File: config.mk
export PLATFORM = sky130hd
export DESIGN_NAME = zpc_window
export DESIGN_NICKNAME = d
export VERILOG_FILES = /design/src/zpc_pkg.sv /design/src/zpc_window.sv
export SDC_FILE = /design/constraint.sdc
export NUM_CORES = 2
export LEC_CHECK = 0
export ABC_AREA = 0
export BUFFER_PORTS_ARGS = -buffer_cell sky130_fd_sc_hd__buf_2
export CORE_MARGIN = 3
export CORE_UTILIZATION = 30
export CTS_CLUSTER_SIZE = 8
export DETAILED_ROUTE_END_ITERATION = 7
export RECOVER_POWER = 50
export SYNTH_ARGS = -nofsm -noshare
export SYNTH_HDL_FRONTEND = slang
export SYNTH_SLANG_ARGS = --single-unit
export TNS_END_PERCENT = 20
File: constraint.sdc
create_clock -name clk -period 30.4 [get_ports clk]
set_input_delay 6.08 -clock clk [delete_from_list [all_inputs] [get_ports clk]]
set_output_delay 6.08 -clock clk [all_outputs]
set_load 0.02 [all_outputs]
File: src/zpc_pkg.sv
`timescale 1ns / 1ps
// Shared types and constants for the zero-padded 2D convolution unit.
// Used by every module of the block but zpc_ram; depends on nothing else.
package zpc_pkg;

    localparam int SAMPLE_W = 16;
    localparam int COEF_W   = 18;
    localparam int PROD_W   = COEF_W + SAMPLE_W + 1;
    localparam int OUT_W    = 32;
    localparam int ROW_W    = 16;
    localparam int COL_W    = 11;
    localparam int CHAN_W   = 2;
    localparam int FRAC_W   = 16;

    localparam logic CMD_COEF   = 1'b0;
    localparam logic CMD_STREAM = 1'b1;

    localparam logic [11:0] RST_WIDTH    = 12'd640;
    localparam logic [15:0] RST_HEIGHT   = 16'd480;
    localparam logic [2:0]  RST_CHANNELS = 3'd3;

    typedef enum logic [1:0] {
        CFG_WIDTH    = 2'd0,
        CFG_HEIGHT   = 2'd1,
        CFG_CHANNELS = 2'd2
    } zpc_cfg_idx_t;

    typedef struct packed {
        logic              frame_end;
        logic [ROW_W-1:0]  row;
        logic [COL_W-1:0]  col;
        logic [CHAN_W-1:0] channel;
    } zpc_meta_t;

endpackage

File: src/zpc_window.sv
`timescale 1ns / 1ps
// Coefficient store and per-channel sliding windows; second pipeline stage.
// Depends on zpc_pkg.
module zpc_window import zpc_pkg::*; #(
    parameter int KERNEL_RADIUS = 2,
    parameter int MAX_CHANNELS  = 4,
    localparam int K  = 2 * KERNEL_RADIUS + 1,
    localparam int KT = K * K
) (
    input  logic                           clk,
    input  logic                           rst_n,
    input  logic                           s1_valid,
    output logic                           s1_go,
    input  logic                           s1_stream,
    input  logic [4:0]                     s1_coef_index,
    input  logic signed [COEF_W-1:0]       s1_coef_value,
    input  logic [K-1:0][SAMPLE_W-1:0]     s1_column,
    input  logic [K-1:0]                   s1_lmask,
    input  logic                           s1_emit,
    input  zpc_meta_t                      s1_meta,
    input  logic                           s2_go,
    output logic                           s2_valid,
    output logic [KT-1:0][SAMPLE_W-1:0]    s2_taps,
    output zpc_meta_t                      s2_meta,
    output logic [KT-1:0][COEF_W-1:0]      coefs
);

    logic [KT-1:0][COEF_W-1:0] coef_reg;
    logic [MAX_CHANNELS-1:0][K-1:0][K-1:0][SAMPLE_W-1:0] win_reg;
    logic [K-1:0][K-1:0][SAMPLE_W-1:0] sel, shifted;
    logic [KT-1:0][SAMPLE_W-1:0] taps;
    logic s2_valid_reg, s2_valid_next;
    logic [KT-1:0][SAMPLE_W-1:0] s2_taps_reg;
    zpc_meta_t s2_meta_reg;

    assign s1_go = s1_valid && (!s2_valid_reg || s2_go);

    always_comb
    begin
        sel = '0;
        for (int c = 0; c < MAX_CHANNELS; c++)
        begin
            if (s1_meta.channel == CHAN_W'(c))
            begin
                sel = win_reg[c];
            end
        end
        for (int i = 0; i < K; i++)
        begin
            for (int j = 0; j < K; j++)
            begin
                shifted[i][j] = (j == K - 1) ? s1_column[i] : sel[i][j + 1];
                taps[i * K + j] = s1_lmask[j] ? shifted[i][j] : '0;
            end
        end
    end

    always_comb
    begin
        s2_valid_next = s2_valid_reg;
        if (s1_go)
        begin
            s2_valid_next = s1_stream && s1_emit;
        end
        else if (s2_go)
        begin
            s2_valid_next = 1'b0;
        end
    end

    always_ff @(posedge clk or negedge rst_n)
    begin
        if (!rst_n)
        begin
            s2_valid_reg <= 1'b0;
            coef_reg     <= '0;
        end
        else
        begin
            s2_valid_reg <= s2_valid_next;
            for (int k = 0; k < KT; k++)
            begin
                if (s1_go && !s1_stream && (int'(s1_coef_index) == k))
                begin
                    coef_reg[k] <= s1_coef_value;
                end
            end
        end
    end

    always_ff @(posedge clk)
    begin
        if (s1_go && s1_stream)
        begin
            for (int c = 0; c < MAX_CHANNELS; c++)
            begin
                if (s1_meta.channel == CHAN_W'(c))
                begin
                    win_reg[c] <= shifted;
                end
            end
            s2_taps_reg <= taps;
            s2_meta_reg <= s1_meta;
        end
    end

    assign s2_valid = s2_valid_reg;
    assign s2_taps  = s2_taps_reg;
    assign s2_meta  = s2_meta_reg;
    assign coefs    = coef_reg;

endmodule

Yosys cells after proc, flatten, opt, wreduce, memory -nomap -nowiden
Cells that the tools add are included.
- flip-flop bits (word level): 2481
- input bits: 144
- logic and storage cells: 227
- equality and inequality tests: 27
- multiplexer cells: 6
- reductions and logical operators: 39
- operators by type and width (kind ; number):
    $mux 400 ; 4
    $eq 5x5->1 const B ; 16
    $logic_and 1x1->1 ; 29
    $eq 5x4->1 const B ; 5
    $eq 5x3->1 const B ; 2
    $reduce_and 2->1 ; 4
    $eq 5x2->1 const B ; 1
    $logic_not 5->1 ; 1
    $eq 2x2->1 const B ; 2
    $eq 2x1->1 const B ; 1
    $logic_not 1->1 ; 2
    $logic_not 2->1 ; 1
    $mux 1 ; 2
    $reduce_bool 2->1 ; 1
    $logic_or 1x1->1 ; 1

Depth between registers and ports, before layout
- word-level depth: 5
- depth in mapped cells: 6

Worst setup path before layout
Ideal clock, no wire load.
- path type: input-to-reg
- start point: input s1_meta[0] (netlist name)
- end point: register win_reg[416] (netlist name) (enable)
- setup time: 1465 ps
- arrival time: 30150 ps
- data required time: 28935 ps
- setup slack: -1215 ps
- stages on the path: 4
- cell sequence: buf_2 clkbuf_1 clkbuf_1 nor3b_1
- word-level cells in the longest chain between the ends: 2
- ends and longest elaborated chain (what ; line ; RTL):
    start: declaration ; zpc_window.sv:20 ; input zpc_meta_t s1_meta,
    $eq 2x1->1 ; zpc_window.sv:97 ; if (s1_meta.channel == CHAN_W'(c))
    $reduce_and 2->1 (no source line) ; - ;
    end signal: indexed assignment ; zpc_window.sv:99 ; win_reg[c] <= shifted;
    end: declaration ; zpc_window.sv:29 ; logic [MAX_CHANNELS-1:0][K-1:0][K-1:0][SAMPLE_W-1:0] win_reg;
Every way passes these cells.
A chain may end at the register's enable or synchronous reset.

==> key figures <==
Global routing
  – Vias in the first global route: 40800
  – Total GRT Usage: 15.7%
  – Initial antenna violation count: 38
  – Largest net degree at the start of global routing: between 100 and 150
  – Gr ovfl total: 0
  – First-pass GRT wire length: 308000 µm

Yosys
  – Syn Nets: 3710
  – Avg Cell Area, Syn: approximately 22 µm²
  – Yosys reg bits: 2161
  – Synth top area cells: edfxtp_1 (65%), dfrtp_1 (14%), mux4_2 (9.2%)
  – Post-synth top area share: 65.2%
  – Mapped Cells: around 3600
  – Top cell type by total area after synthesis: edfxtp_1
  – Async set-reset flop share out of synthesis: a little over a fifth
  – Seq/Total Area, Yosys: 79.6%
  – Post-synth EDFFs: 1710
  – Synthesized cell area: 78700 µm²
  – Most common cell in the netlist: edfxtp_1
  – Synth unique cells: 27
  – Most frequent cells after synthesis: edfxtp_1 (1710), dfrtp_1 (451), mux2_2 (450)
  – Ys Warns: 0
  – Synth Flop Type: edfxtp_1

Setup path
  – Worst Path Buf+Inv: 4
  – CP cell instances: clkbuf_1 -> clkbuf_1 -> clkbuf_1 -> buf_4
  – Crit. End Element: asynchronous set/reset pin
  – Worst path max stage delay: 4.19 ns
  – Most used cell, CP: clkbuf_1
  – Worst path top cell family by delay: buffers and inverters
  – Reg2reg start: s2_valid$_DFFE_PN0P_
  – Crit path DAT: 16.68 ns
  – Worst R2R Path Depth: 6
  – Worst setup path end: coefs[215]$_DFFE_PN0P_
  – Setup crit start: rst_n
  – Worst-path maximum fanout: 112
  – Critical path's slowest cell: clkbuf_1
  – Reg2reg end: win_reg[496]$_DFFE_PP_
  – Critical Path Start Type: input port
  – Critical path class: in2async
  – CP Data Required Time: 31.21 ns
  – Cell count along the critical path: 4
  – R2r setup slk: 25.08 ns

Status
  – Violated checks: max-capacitance violations, max-slew violations
  – Status: finished, violations left

Route
  – # DRC: 0
  – DR WL met3: 13300 µm
  – Post-DR wirelength/cell: roughly 26 µm
  – Via Count: between 30000 and 40000
  – Drt first-iter violations: 2940
  – Final WL: 217000 µm
  – Vias per cell: between 4 and 5
  – DR top layer: met5
  – Antenna-violating nets left: 0
  – Met2 WL: around 100000 µm
  – DRT met1 WL: 90500 µm
  – Drt pass-1 iters: 5

Finish
  – Number of flip-flops in the largest register: 1280
  – Final Cell Area: 95200 µm²
  – Area growth syn-to-layout: 20.9%
  – Nets: 4936
  – Fillers: between 20000 and 25000
  – Ratio of cells with drive above 1 in the final layout: between 20% and 30%

CTS
  – CTS tree: done
  – Clock buffer depth: 4
  – # H-tree levels: 5
  – CTS root buf: clkbuf_16
  – Hold Buf Count CTS: 0
  – Clock Latency Late Sink: about 0.95 ns
  – Number of gates resized after cts: 0
  – Clk slew on worst S/H paths: 0.05 ns
  – Post-CTS setup buffer count: 0
  – CTS buffer count: around 320
  – CTS sink cnt: 2161

Worst hold path
  – Worst hold path type: reg2reg

Die
  – Die area: 269000 µm²
  – Die height: 518 µm
  – Die width: 518 µm
  – Core Area: between 200000 and 300000 µm²
  – Initial Util: 30.2%
  – I/O Pins: 1026
  – Row cnt: 187

Placement
  – DP HPWL: 139000 µm
  – RD Place Congestion: 0.831
  – Placed Instance Area: ~88000 µm²
  – I/O Buffers: 1025

Pwr
  – PnR Total Power: ~7 mW
  – LEAKAGE: 33.1 nW
  – Maximum vdd drop: 56.3 µV
  – Power Dens Cells: 74.4 nW/µm²

STA
  – WHS: 0.499 ns
  – # setup viols final: 0
  – Final hold vios: 0
  – Tmin final: 15.87 ns
  – RSZ-0062 raised after global routing: false
  – Fmax: 63.0 MHz
  – Clk_skew: 0.115 ns
  – Final worst path period share: 52.2%
  – Fin. max-slew vios: between 700 and 800
  – Worst-margin pin slew: between 8 and 9 ns
  – Max_slew headroom: -454%

Flow run
  – Max-cap violations: 14
[stage by stage]
step | setup slack [ns] | TNS, ns | cells | utilization, %
2_1_floorplan | -1.13 | -362.36 | 3566 | -
3_3_place_gp | 16.86 | 0 | 7963 | 33.8
3_5_place_dp | 16.84 | 0 | 7963 | 33.8
4_1_cts | 16.84 | 0 | 8340 | 37.1
5_1_grt | 12.75 | 0 | 8341 | 36.5
6_report | 14.53 | 0 | 8350 | 36.6
[logic make-up (layout without fill, tap and decap cells)]
| group | after synthesis | after routing | share of synthesized area (%) |
|---|---|---|---|
| compound gates | 1 | 1 | 0.00954 |
| buf+inv | 184 | 1462 | 0.977 |
| flops | 2161 | 2161 | 79.6 |
| mux | 770 | 770 | 15.6 |
| other cells | 0 | 10 | 0 |
| simple gates | 450 | 450 | 3.87 |
[worst min-delay path by stage]
stage	start	end	slack [ns]	depth (start not counted)
after floorplan	coefs[100]$_DFFE_PN0P_	coefs[100]$_DFFE_PN0P_	0.64	1
after CTS	coefs[73]$_DFFE_PN0P_	coefs[73]$_DFFE_PN0P_	0.50	1
after detailed placement	coefs[27]$_DFFE_PN0P_	coefs[27]$_DFFE_PN0P_	0.49	1
after global placement	coefs[183]$_DFFE_PN0P_	coefs[183]$_DFFE_PN0P_	0.48	1
final	coefs[398]$_DFFE_PN0P_	coefs[398]$_DFFE_PN0P_	0.50	1
after global routing	coefs[199]$_DFFE_PN0P_	coefs[199]$_DFFE_PN0P_	0.51	1
[metal layers]
metal | track usage [%] | up-vias
met5 | 0 | -
met4 | 5.66 | 4
met3 | 3.73 | 409
met2 | 25.9 | 1403
met1 | 20.3 | 21000
li1 | - | 16400
[cell type report]
class / count / area, µm² / area share (%)
well taps: 3496 / 4370 / 4.59
clock inverters: 19 / 255 / 0.268
diodes: 10 / 25.0 / 0.0263
inverters: 1 / 11.3 / 0.0118
multi-input cells: 1221 / 15300 / 16.0
clock buffers: 358 / 8260 / 8.67
repair buffers: 1084 / 4380 / 4.60
flip-flops and latches: 2161 / 62600 / 65.8
[where the power goes]
group,switching (mW),total [mW],internal [mW]
sequential,0.0709,3.44,3.36
combinational,0.397,0.567,0.171
clock,1.18,3.08,1.90
[cells in the final DEF (no fill, tap or decap), drive strengths merged]
master       n
nor2b        4
nand3        1
nand2        1
mux4       320
clkinv       7
and2       402
a21o         1
mux2       450
nand4       16
bufinv       2
buf        112
diode       10
nand3b       2
and3         1
nor3         2
edfxtp    1710
or2          1
nand2b       4
inv         10
nor3b        5
dfrtp      451
clkinvlp     1
clkbuf    1330
nor2         1
nand4bb      1
nor4         9
Power figures use the tool's default switching activity.
